[config.mk]
export PLATFORM = sky130hd
export DESIGN_NAME = conv1d_relu_multichannel
export DESIGN_NICKNAME = d
export VERILOG_FILES = /design/src/hdl/conv1d_pkg.sv /design/src/hdl/conv1d_relu_multichannel.sv
export VERILOG_INCLUDE_DIRS = /design/src /design/src/hdl
export SDC_FILE = /design/constraint.sdc
export NUM_CORES = 2
export LEC_CHECK = 0
export BUFFER_PORTS_ARGS = -buffer_cell sky130_fd_sc_hd__buf_4
export CAP_MARGIN = 20
export CORE_MARGIN = 2
export CORE_UTILIZATION = 45
export DETAILED_ROUTE_END_ITERATION = 7
export PLACE_DENSITY = 0.69
export SETUP_SLACK_MARGIN = 0.5
export SLEW_MARGIN = 20
export SYNTH_ARGS = -nofsm -noshare
export SYNTH_HDL_FRONTEND = slang
export SYNTH_SLANG_ARGS = --single-unit
[constraint.sdc]
create_clock -name i_clk -period 8.5 [get_ports i_clk]
set_clock_uncertainty 0.1 [all_clocks]
set_input_delay 1.7 -clock i_clk [delete_from_list [all_inputs] [get_ports i_clk]]
set_output_delay 1.7 -clock i_clk [all_outputs]
set_load 0.005 [all_outputs]
[src/hdl/conv1d_relu_multichannel_defines.svh]
// ----------------------------------------------------------------------------
// conv1d_relu_multichannel assertion macros
// shared concurrent assertion forms for the convolution block
// ----------------------------------------------------------------------------
`ifndef CONV1D_RELU_MULTICHANNEL_DEFINES_SVH
`define CONV1D_RELU_MULTICHANNEL_DEFINES_SVH

// same-cycle implication, disabled while reset is asserted
`define C1D_ASSERT_SAME(label, clk, rst_n, ante, cons) \
    label: assert property (@(posedge clk) disable iff (!(rst_n)) (ante) |-> (cons)) \
        else $error("conv1d check failed");

// next-cycle implication, disabled while reset is asserted
`define C1D_ASSERT_NEXT(label, clk, rst_n, ante, cons) \
    label: assert property (@(posedge clk) disable iff (!(rst_n)) (ante) |=> (cons)) \
        else $error("conv1d check failed");

`endif

[src/hdl/conv1d_pkg.sv]
// ----------------------------------------------------------------------------
// conv1d_pkg
// sizes, codes and field widths of the multichannel convolution block
// ----------------------------------------------------------------------------
`default_nettype none

package conv1d_pkg;

    localparam int MAX_CHANNELS = 8;
    localparam int MAX_TAPS     = 16;

    localparam int CHAN_W    = $clog2(MAX_CHANNELS);
    localparam int TAP_W     = $clog2(MAX_TAPS);
    localparam int TAP_CNT_W = $clog2(MAX_TAPS + 1);
    localparam int WADDR_W   = CHAN_W + TAP_W;
    localparam int WDEPTH    = MAX_CHANNELS * MAX_TAPS;

    localparam int DATA_W    = 16;
    localparam int PROD_W    = 2 * DATA_W;
    localparam int ACC_W     = PROD_W + TAP_W;
    localparam int FRAC_W    = 15;
    localparam int SUM_W     = ACC_W - FRAC_W + 1;
    localparam int ACT_W     = 15;

    localparam int CH_CFG_W  = 4;
    localparam int TAP_CFG_W = 5;
    localparam int CFG_IDX_W = 1;
    localparam int CFG_DAT_W = 5;

    typedef enum logic [1:0] {
        OP_SAMPLE  = 2'd0,
        OP_WEIGHT  = 2'd1,
        OP_BIAS    = 2'd2,
        OP_RESTART = 2'd3
    } t_op;

    typedef enum logic [CFG_IDX_W-1:0] {
        REG_CHANNELS = 1'b0,
        REG_TAPS     = 1'b1
    } t_cfg_reg;

endpackage

`default_nettype wire

[src/hdl/conv1d_relu_multichannel.sv]
// ----------------------------------------------------------------------------
// conv1d_relu_multichannel
// streaming single-input, multi-output 1d convolution with relu, q1.15
// ----------------------------------------------------------------------------
// A request is a sample, a tap weight load, a bias load or a window restart.
// Loads and restarts do not start a run. A sample that fills the window to the
// configured tap count T starts a run over the N channels in use: one shared
// 16x16 multiplier walks the taps of each channel through a three-stage
// pipeline (weight memory read, multiply, accumulate); a run waits while the
// result side stalls. The input is not ready during a run. Results leave
// through an output register, one per channel in channel order, the last one
// flagged. Weights and biases are undefined until loaded. The user must write
// configuration only while idle; the block itself does not enforce this.
`default_nettype none

`include "conv1d_relu_multichannel_defines.svh"

module conv1d_relu_multichannel (
    input  wire logic                                  i_clk,
    input  wire logic                                  i_rst_n,
    // configuration write port
    input  wire logic                                  i_cfg_wr_en,
    input  wire logic [conv1d_pkg::CFG_IDX_W-1:0]      i_cfg_index,
    input  wire logic [conv1d_pkg::CFG_DAT_W-1:0]      i_cfg_data,
    // request channel
    input  wire logic                                  i_in_valid,
    output logic                                       o_in_ready,
    input  wire logic [1:0]                            i_operation,
    input  wire logic signed [conv1d_pkg::DATA_W-1:0]  i_sample,
    input  wire logic [2:0]                            i_channel_index,
    input  wire logic [3:0]                            i_tap_index,
    input  wire logic signed [conv1d_pkg::DATA_W-1:0]  i_load_value,
    // result channel
    output logic                                       o_out_valid,
    input  wire logic                                  i_out_ready,
    output logic [2:0]                                 o_out_channel,
    output logic [conv1d_pkg::ACT_W-1:0]               o_activation,
    output logic                                       o_last
);
    import conv1d_pkg::*;

    typedef enum logic [1:0] {
        S_IDLE,
        S_MAC,
        S_POST
    } t_state;

    // sequencer and configuration
    t_state                    r_state;
    logic [CH_CFG_W-1:0]       r_channels_in_use;
    logic [TAP_CFG_W-1:0]      r_taps_in_use;
    logic [TAP_CNT_W-1:0]      r_fill;
    logic [CHAN_W-1:0]         r_chan;
    logic [TAP_W-1:0]          r_tap;
    logic                      r_issue_done;
    logic                      r_v1;
    logic                      r_v2;
    logic signed [ACC_W-1:0]   r_acc;

    // storage
    logic signed [DATA_W-1:0]  r_window [MAX_TAPS];
    logic signed [DATA_W-1:0]  r_bias   [MAX_CHANNELS];
    logic signed [DATA_W-1:0]  r_weight_mem [WDEPTH];

    // pipeline data
    logic signed [DATA_W-1:0]  r_wdata;
    logic signed [DATA_W-1:0]  r_xdata;
    logic signed [PROD_W-1:0]  r_prod;

    // result register
    logic                      r_out_valid;
    logic [2:0]                r_out_channel;
    logic [ACT_W-1:0]          r_activation;
    logic                      r_last;

    logic [CH_CFG_W-1:0]       nc_eff;
    logic [TAP_CFG_W-1:0]      nt_eff;
    logic                      in_fire;
    logic [TAP_CNT_W-1:0]      n_fill;
    logic                      tap_last;
    logic                      chan_last;
    logic [TAP_W-1:0]          win_pos;
    logic [WADDR_W-1:0]        rd_addr;
    logic signed [SUM_W-1:0]   n_sum;
    logic [ACT_W-1:0]          n_activation;
    logic                      out_free;

    // clamp register values into their legal ranges
    always_comb begin
        nc_eff = r_channels_in_use;
        if (r_channels_in_use == '0) begin
            nc_eff = CH_CFG_W'(1);
        end else if (r_channels_in_use > CH_CFG_W'(MAX_CHANNELS)) begin
            nc_eff = CH_CFG_W'(MAX_CHANNELS);
        end
        nt_eff = r_taps_in_use;
        if (r_taps_in_use == '0) begin
            nt_eff = TAP_CFG_W'(1);
        end else if (r_taps_in_use > TAP_CFG_W'(MAX_TAPS)) begin
            nt_eff = TAP_CFG_W'(MAX_TAPS);
        end
    end

    assign o_in_ready = (r_state == S_IDLE);
    assign in_fire    = i_in_valid && o_in_ready;

    // fill count saturates at the window depth
    assign n_fill = (r_fill < TAP_CNT_W'(MAX_TAPS)) ? r_fill + TAP_CNT_W'(1) : r_fill;

    assign tap_last  = (TAP_CFG_W'(r_tap) == nt_eff - TAP_CFG_W'(1));
    assign chan_last = (CH_CFG_W'(r_chan) + CH_CFG_W'(1) == nc_eff);

    // tap j pairs with the sample T-1-j steps back from the newest
    assign win_pos = TAP_W'(nt_eff - TAP_CFG_W'(1) - TAP_CFG_W'(r_tap));
    assign rd_addr = {r_chan, r_tap};

    // floor shift of the sum, bias add, then relu with saturation
    always_comb begin
        n_sum = SUM_W'(r_acc >>> FRAC_W) + SUM_W'(r_bias[r_chan]);
        if (n_sum <= 0) begin
            n_activation = '0;
        end else if (n_sum > SUM_W'(32767)) begin
            n_activation = {ACT_W{1'b1}};
        end else begin
            n_activation = n_sum[ACT_W-1:0];
        end
    end

    assign out_free = !r_out_valid || i_out_ready;

    // weight memory: one write port for loads, one registered read port
    always_ff @(posedge i_clk) begin
        if (in_fire && (t_op'(i_operation) == OP_WEIGHT)) begin
            r_weight_mem[{i_channel_index, i_tap_index}] <= i_load_value;
        end
        r_wdata <= r_weight_mem[rd_addr];
    end

    // window operand register and the shared multiplier
    always_ff @(posedge i_clk) begin
        r_xdata <= r_window[win_pos];
        r_prod  <= r_wdata * r_xdata;
    end

    // bias registers, undefined until loaded
    always_ff @(posedge i_clk) begin
        if (in_fire && (t_op'(i_operation) == OP_BIAS)) begin
            r_bias[i_channel_index] <= i_load_value;
        end
    end

    // sequencer, window, accumulator and result register
    always_ff @(posedge i_clk) begin
        if (!i_rst_n) begin
            r_state           <= S_IDLE;
            r_channels_in_use <= CH_CFG_W'(MAX_CHANNELS);
            r_taps_in_use     <= TAP_CFG_W'(MAX_TAPS);
            r_fill            <= '0;
            r_chan            <= '0;
            r_tap             <= '0;
            r_issue_done      <= 1'b0;
            r_v1              <= 1'b0;
            r_v2              <= 1'b0;
            r_acc             <= '0;
            r_out_valid       <= 1'b0;
            r_out_channel     <= '0;
            r_activation      <= '0;
            r_last            <= 1'b0;
            for (int k = 0; k < MAX_TAPS; k++) begin
                r_window[k] <= '0;
            end
        end else begin
            if (i_cfg_wr_en) begin
                case (t_cfg_reg'(i_cfg_index))
                    REG_CHANNELS: r_channels_in_use <= i_cfg_data[CH_CFG_W-1:0];
                    REG_TAPS:     r_taps_in_use     <= i_cfg_data[TAP_CFG_W-1:0];
                    default:      ;
                endcase
            end

            // pipeline valid flags follow the issued taps
            r_v1 <= (r_state == S_MAC) && !r_issue_done;
            r_v2 <= r_v1;
            if (r_v2) begin
                r_acc <= r_acc + ACC_W'(r_prod);
            end

            // a new result loads the register, otherwise an accepted one leaves
            if ((r_state == S_POST) && out_free) begin
                r_out_valid <= 1'b1;
            end else if (i_out_ready) begin
                r_out_valid <= 1'b0;
            end

            case (r_state)
                S_IDLE: begin
                    if (in_fire) begin
                        case (t_op'(i_operation))
                            OP_SAMPLE: begin
                                r_window[0] <= i_sample;
                                for (int k = 1; k < MAX_TAPS; k++) begin
                                    r_window[k] <= r_window[k-1];
                                end
                                r_fill <= n_fill;
                                if (TAP_CFG_W'(n_fill) >= nt_eff) begin
                                    r_state      <= S_MAC;
                                    r_chan       <= '0;
                                    r_tap        <= '0;
                                    r_issue_done <= 1'b0;
                                    r_acc        <= '0;
                                end
                            end
                            OP_RESTART: begin
                                r_fill <= '0;
                                for (int k = 0; k < MAX_TAPS; k++) begin
                                    r_window[k] <= '0;
                                end
                            end
                            default: ;
                        endcase
                    end
                end
                S_MAC: begin
                    if (!r_issue_done) begin
                        if (tap_last) begin
                            r_issue_done <= 1'b1;
                        end else begin
                            r_tap <= r_tap + TAP_W'(1);
                        end
                    end else if (!r_v1 && !r_v2) begin
                        r_state <= S_POST;
                    end
                end
                S_POST: begin
                    if (out_free) begin
                        r_out_channel <= 3'(r_chan);
                        r_activation  <= n_activation;
                        r_last        <= chan_last;
                        if (chan_last) begin
                            r_state <= S_IDLE;
                        end else begin
                            r_state      <= S_MAC;
                            r_chan       <= r_chan + CHAN_W'(1);
                            r_tap        <= '0;
                            r_issue_done <= 1'b0;
                            r_acc        <= '0;
                        end
                    end
                end
                default: r_state <= S_IDLE;
            endcase
        end
    end

    assign o_out_valid   = r_out_valid;
    assign o_out_channel = r_out_channel;
    assign o_activation  = r_activation;
    assign o_last        = r_last;

    // the flagged result carries the highest channel in use
    `C1D_ASSERT_SAME(a_last_channel, i_clk, i_rst_n, o_out_valid && o_last, CH_CFG_W'(o_out_channel) == nc_eff - CH_CFG_W'(1))
    // a sample that completes the window starts a run
    `C1D_ASSERT_NEXT(a_run_start, i_clk, i_rst_n, in_fire && (t_op'(i_operation) == OP_SAMPLE) && (TAP_CFG_W'(n_fill) >= nt_eff), r_state == S_MAC)
    // the pipeline is drained before a result is formed
    `C1D_ASSERT_SAME(a_post_drained, i_clk, i_rst_n, r_state == S_POST, !r_v1 && !r_v2)
    // fill count never passes the window depth
    `C1D_ASSERT_SAME(a_fill_bound, i_clk, i_rst_n, 1'b1, r_fill <= TAP_CNT_W'(MAX_TAPS))

endmodule

`default_nettype wire
**Word level (Yosys, flattened, before mapping)**

Memory sizes are Yosys's and may differ from the RTL's. A register that Yosys moved wholly into a read port is not among the register bits.
Cells that the tools add are included.

- Add/sub/neg operators: 8
- Multiply operators: 1
- $lt $le $gt $ge: 6
- Equality and inequality tests: 16
- Mux-type cells: 96
- Bitwise logic cells: 33
- Reductions and logical operators: 27

Operator list:

| kind | number |
|---|---|
| $mux 16 | 32 |
| $mux 36 | 6 |
| $pmux 36 s2 | 1 |
| $add 36x32->36 | 1 |
| $mux 4 | 9 |
| $mul 16x16->32 | 1 |
| $or 1x1->1 | 32 |
| $mux 15 | 2 |
| $mux 1 | 25 |
| $add 21x16->22 | 1 |
| $gt 22x16->1 const B | 1 |
| $le 22x1->1 const B | 1 |
| $mux 3 | 7 |
| $reduce_and 6->1 | 3 |
| $mux 5 | 3 |
| $mux 2 | 6 |
| $pmux 4 s3 | 1 |
| $ne 2x2->1 const B | 5 |
| $pmux 5 s2 | 1 |
| $ne 2x1->1 const B | 4 |
| $reduce_and 8->1 | 1 |
| $eq 2x2->1 const B | 3 |
| $logic_and 1x1->1 | 6 |
| $pmux 2 s3 | 1 |
| 25 further kinds | 34 |

- Register bits after elaboration: 114
- RAM bits: 2432
- Input bits: 52
- Output and inout bits: 21
- Word-level logic and storage cells: 205
- Memories: 3

Memories:

| memory | words | bits a word | read ports | clocked after Yosys merged registers in | write ports | line | text |
|---|---|---|---|---|---|---|---|
| r_weight_mem | 128 | 16 | 1 | 1 | 1 | conv1d_relu_multichannel.sv:63 | `logic signed [DATA_W-1:0] r_weight_mem [WDEPTH];` |
| r_window | 16 | 16 | 16 | 1 | 16 | conv1d_relu_multichannel.sv:61 | `logic signed [DATA_W-1:0] r_window [MAX_TAPS];` |
| r_bias | 8 | 16 | 1 | 1 | 1 | conv1d_relu_multichannel.sv:62 | `logic signed [DATA_W-1:0] r_bias [MAX_CHANNELS];` |

**Longest topological paths before layout**

- Depth after elaboration: 10
- Mapped depth: 25
- Depth with buffers taken out: 24

**Least setup slack after synthesis**

Ideal clock, no wire load.

- Path type: reg2reg
- From: register r_wdata[10], read port of r_weight_mem
- To: register r_prod[30]
- Library setup time: 127 ps
- Data arrival time: 5871 ps
- Data required time: 8273 ps
- Setup slack: 2403 ps
- Stages on the path, launching flop included: 20
- Buffers on the path: 1
- Period minus slack after synthesis: 6097 ps
- Cell sequence: dfxtp_1 clkbuf_1 nand2_1 fa_1 fa_1 fa_1 fa_1 inv_1 fa_1 fa_1 ha_1 a211o_1 nor3_1 o21ai_0 a311oi_1 o21bai_1 a211o_1 a31oi_1 o21ai_0 xor2_1

- Word-level cells in the longest chain between the ends: 1

Ends and longest elaborated chain:

| item | line | text |
|---|---|---|
| start, declared | conv1d_relu_multichannel.sv:66 | `logic signed [DATA_W-1:0] r_wdata;` |
| $mul 16x16->32 | conv1d_relu_multichannel.sv:142 | `r_prod <= r_wdata * r_xdata;` |
| end signal, assigned | conv1d_relu_multichannel.sv:142 |  |
| end, declared | conv1d_relu_multichannel.sv:68 | `logic signed [PROD_W-1:0] r_prod;` |

No other way between the ends.
A chain may end at the register's enable or synchronous reset.

**Worst setup path in the final report**

- From: register r_wdata[8], read port of r_weight_mem
- To: register r_prod[30]

The elaborated chain is that of the path after synthesis.

==> results.py <==
metrics = {
    "run_status": {
        "status": "finished, final reports clean",
    },
    "logic_synthesis": {
        "netlist_top_cells_count": "edfxtp_1, mux4_2, nand2_1",
        "syn_avg_cell_area_um2": 18.20,
        "ys_seq_area_share_pct": 67.04,
        "synth_top_family_by_area": "multiplexers",
        "synth_compound_area_share_pct": 2.764,
        "synth_most_common_cell": "edfxtp_1",
        "synth_fa_ha_area_share_pct": 6.488,
        "yosys.area_share.simple_pct": 4.556,
        "synthesis.area_um2": 111500,
        "ys.flop_type": "edfxtp_1",
        "yosys_warnings": 0,
        "synth_edf_count": 2304,
        "synthTopCellsByArea": "edfxtp_1, mux4_2, dfxtp_1",
        "postSynth.asyncResetShare_pct": 0,
        "synth_top_area_share_pct": 62.06,
        "postSynthCellCount": 6125,
        "yosys.area.top_type": "edfxtp_1",
        "synth_cell_types": 74,
        "synth-seq-cells": 2581,
        "synth_xor_area_share_pct": 0.6488,
        "synth_nets": 6596,
        "synth.area.mux_share_pct": 16.25,
    },
    "clock_tree": {
        "post_cts_resized": 0,
        "numCtsBuffers": 280,
        "cts_tree": "built",
        "clk_path_buf_depth": 4,
        "clk_latency_ps": 930,
        "cts.clk_slew.worst_paths_ps": 60,
        "cts_sinks": 2581,
        "root_buffer": "clkbuf_16",
        "hold_buffers": 0,
        "post-cts-setup-buffer-count": 0,
        "htree_levels": 5,
    },
    "grt": {
        "met2_usage_pct": 32.89,
        "grt_pass1_vias": 57830,
        "use_met1_pct": 28.77,
        "track_usage_pct": 20.51,
        "grt_max_degree": 143,
        "busiest_layer": "met2",
        "antenna_found_initial": 20,
        "grt_pass1_wl_um": 383800,
        "use_met3_pct": 3.463,
        "overflow": 0,
    },
    "setup_path": {
        "crit_slowest_cell": "dfxtp_1",
        "cpPeakStageDelay_ps": 710,
        "worstPathCellList": "nand2_1 > fa_1 > fa_1 > fa_1 > fa_1 > inv_1 > fa_1 > fa_1 > ha_1 > a211o_1 > nor3_1 > o21ai_0 > a311oi_1 > o21bai_1 > a211o_1 > a31oi_1 > o21ai_0 > xor2_1",
        "cp.required_ps": 9150,
        "rrSetupSlack_ps": 1760,
        "startpoint_type": "flop",
        "criticalPathCategory": "reg2reg",
        "critPathMostFrequentCell": "fa_1",
        "cp_max_fo": 16,
        "cp-end-kind": "flop",
        "cp.arrival_ps": 7390,
    },
    "placed_design": {
        "io_buffer_count": 72,
        "globalplace.congestion": 0.8660,
        "dp_slack_ps": 1775,
        "dpl_cell_area_um2": 116600,
        "place_hpwl_um": 156700,
        "dp.cells": 9397,
    },
    "route": {
        "drcViolationCount": 0,
        "via_per_inst": 5.808,
        "firstDrtPassIters": 6,
        "wl_um": 258000,
        "drt_first_iter_violations": 6623,
        "ant_nets": 0,
        "wire_per_inst_um": 26.11,
        "vias": 57380,
    },
    "floorplan": {
        "num_rows": 182,
        "die_h_um": 501.7,
        "num_io_pins": 73,
        "core_um2": 246200,
        "die_w_um": 501.7,
        "dieArea_um2": 251700,
        "start_util_pct": 45.28,
    },
    "power_and_ir_drop": {
        "power_density_nw_per_um2": 262.4,
        "p_leak_uw": 0.04110,
        "ir_drop_v": 0.0004206,
    },
    "finish": {
        "stdcell_area_um2": 125200,
        "layout-drive-gt1-share_pct": 22.54,
        "nets": 6838,
        "syn_to_final_growth_pct": 12.29,
        "finalNonFillerCells": 9879,
    },
    "sta": {
        "worst_pin_slew_ps": 1112,
        "max_freq_ghz": 0.1483,
        "period_share_pct": 79.33,
        "finalSetupViolations": 0,
        "rsz0062_at_grt": "false",
        "finalWorstSetupSlack_ps": 1757,
        "period_needed_ps": 6743,
        "slew_violations": 0,
        "slew_headroom_pct": 25.87,
        "fin_setup_tns_ps": 0,
        "finalHoldViolations": 0,
        "holdWs_ps": 343.6,
    },
    "min_path": {
        "hold_path.class": "reg2reg",
    },
    "run": {
        "drv_cap": 0,
    },
}
==> worst max-delay path: cells and delay by family, from the launching register on <==
family,cells,cell delay (ps)
AO/OA/AOI/OAI,7,1980
XOR/XNOR,1,160
adder cells (fa/ha/maj),7,3290
buffers and inverters,1,50
flip-flops,1,710
AND/OR/NAND/NOR,2,350
==> kinds of logic after synthesis <==
group	Yosys count
DFF	2581
and+or+nand+nor	1071
muxes	846
buffers and inverters	642
AOI/OAI and AO/OA	485
adders and majority gates	419
xor gates and xnor gates	81
==> sequential cells by signal (all words and copies together), names as in the netlist, 15 cells and up, named ones only <==
signal        count
o_activation     15
r_weight_mem   2048
r_wdata          16
r_xdata          16
r_acc            36
r_prod           32
r_bias          128
r_window        256
==> where the power goes <==
part | switching, µW | total [µW] | internal (µW)
sequential | 140 | 14200 | 14100
combinational | 4170 | 7180 | 3010
clock | 4740 | 11500 | 6720
==> routing by layer <==
| layer | share of wire [%] | up-vias | routed length [µm] |
|---|---|---|---|
| met3 | 7.8 | 423 | 20180 |
| met4 | 3.2 | 10 | 8208 |
| met2 | 48 | 2307 | 124700 |
| met5 | 0.027 | - | 69 |
| met1 | 41 | 30380 | 104800 |
| li1 | - | 24260 | - |
==> per-stage QoR <==
step | utilization [%] | power [µW]
after floorplan | - | 19720
final | 50.85 | 32840
after detailed placement | 47.37 | 21630
after CTS | 50.83 | 33090
after global placement | 47.37 | 21470
after global routing | 50.84 | 34550
==> worst paths after layout <==
check	from	end	cells past startpoint
max	r_wdata[8]$_DFF_P_	r_prod[30]$_DFF_P_	18
min	r_window[10][11]$_SDFFE_PP0P_	r_window[11][11]$_SDFFE_PP0P_	2
max reg2reg	r_wdata[8]$_DFF_P_	r_prod[30]$_DFF_P_	18
min reg2reg	r_window[10][11]$_SDFFE_PP0P_	r_window[11][11]$_SDFFE_PP0P_	2
==> placed cells by master, fill, tap and decap left out, drive strengths merged, types with 17 or more instances in the layout <==
master and instances:
a211oi 33, a21o 41, a21oi 214, a22o 31, a31oi 22, and2 244
and3 25, buf 268, clkbuf 362, clkinv 82, dfxtp 277, edfxtp 2304
fa 265, ha 154, inv 341, mux2 34, mux2i 44, mux4 768
nand2 405, nand2b 18, nand3 36, nor2 237, nor2b 30, nor3 17
o21ai 60, o21bai 18, xnor2 59, xor2 21
==> cell type report <==
class	instances	area, µm²
Sequential cell	2581	74750
Multi-Input combinational cell	2902	34360
Clock buffer	362	7546
Fill cell	19360	121000
Timing Repair Buffer	268	2115
Tap cell	3312	4144
Inverter	334	1256
Antenna cell	9	22.52
Clock inverter	111	974.7
Note: power is estimated with default switching activity, not from simulation.
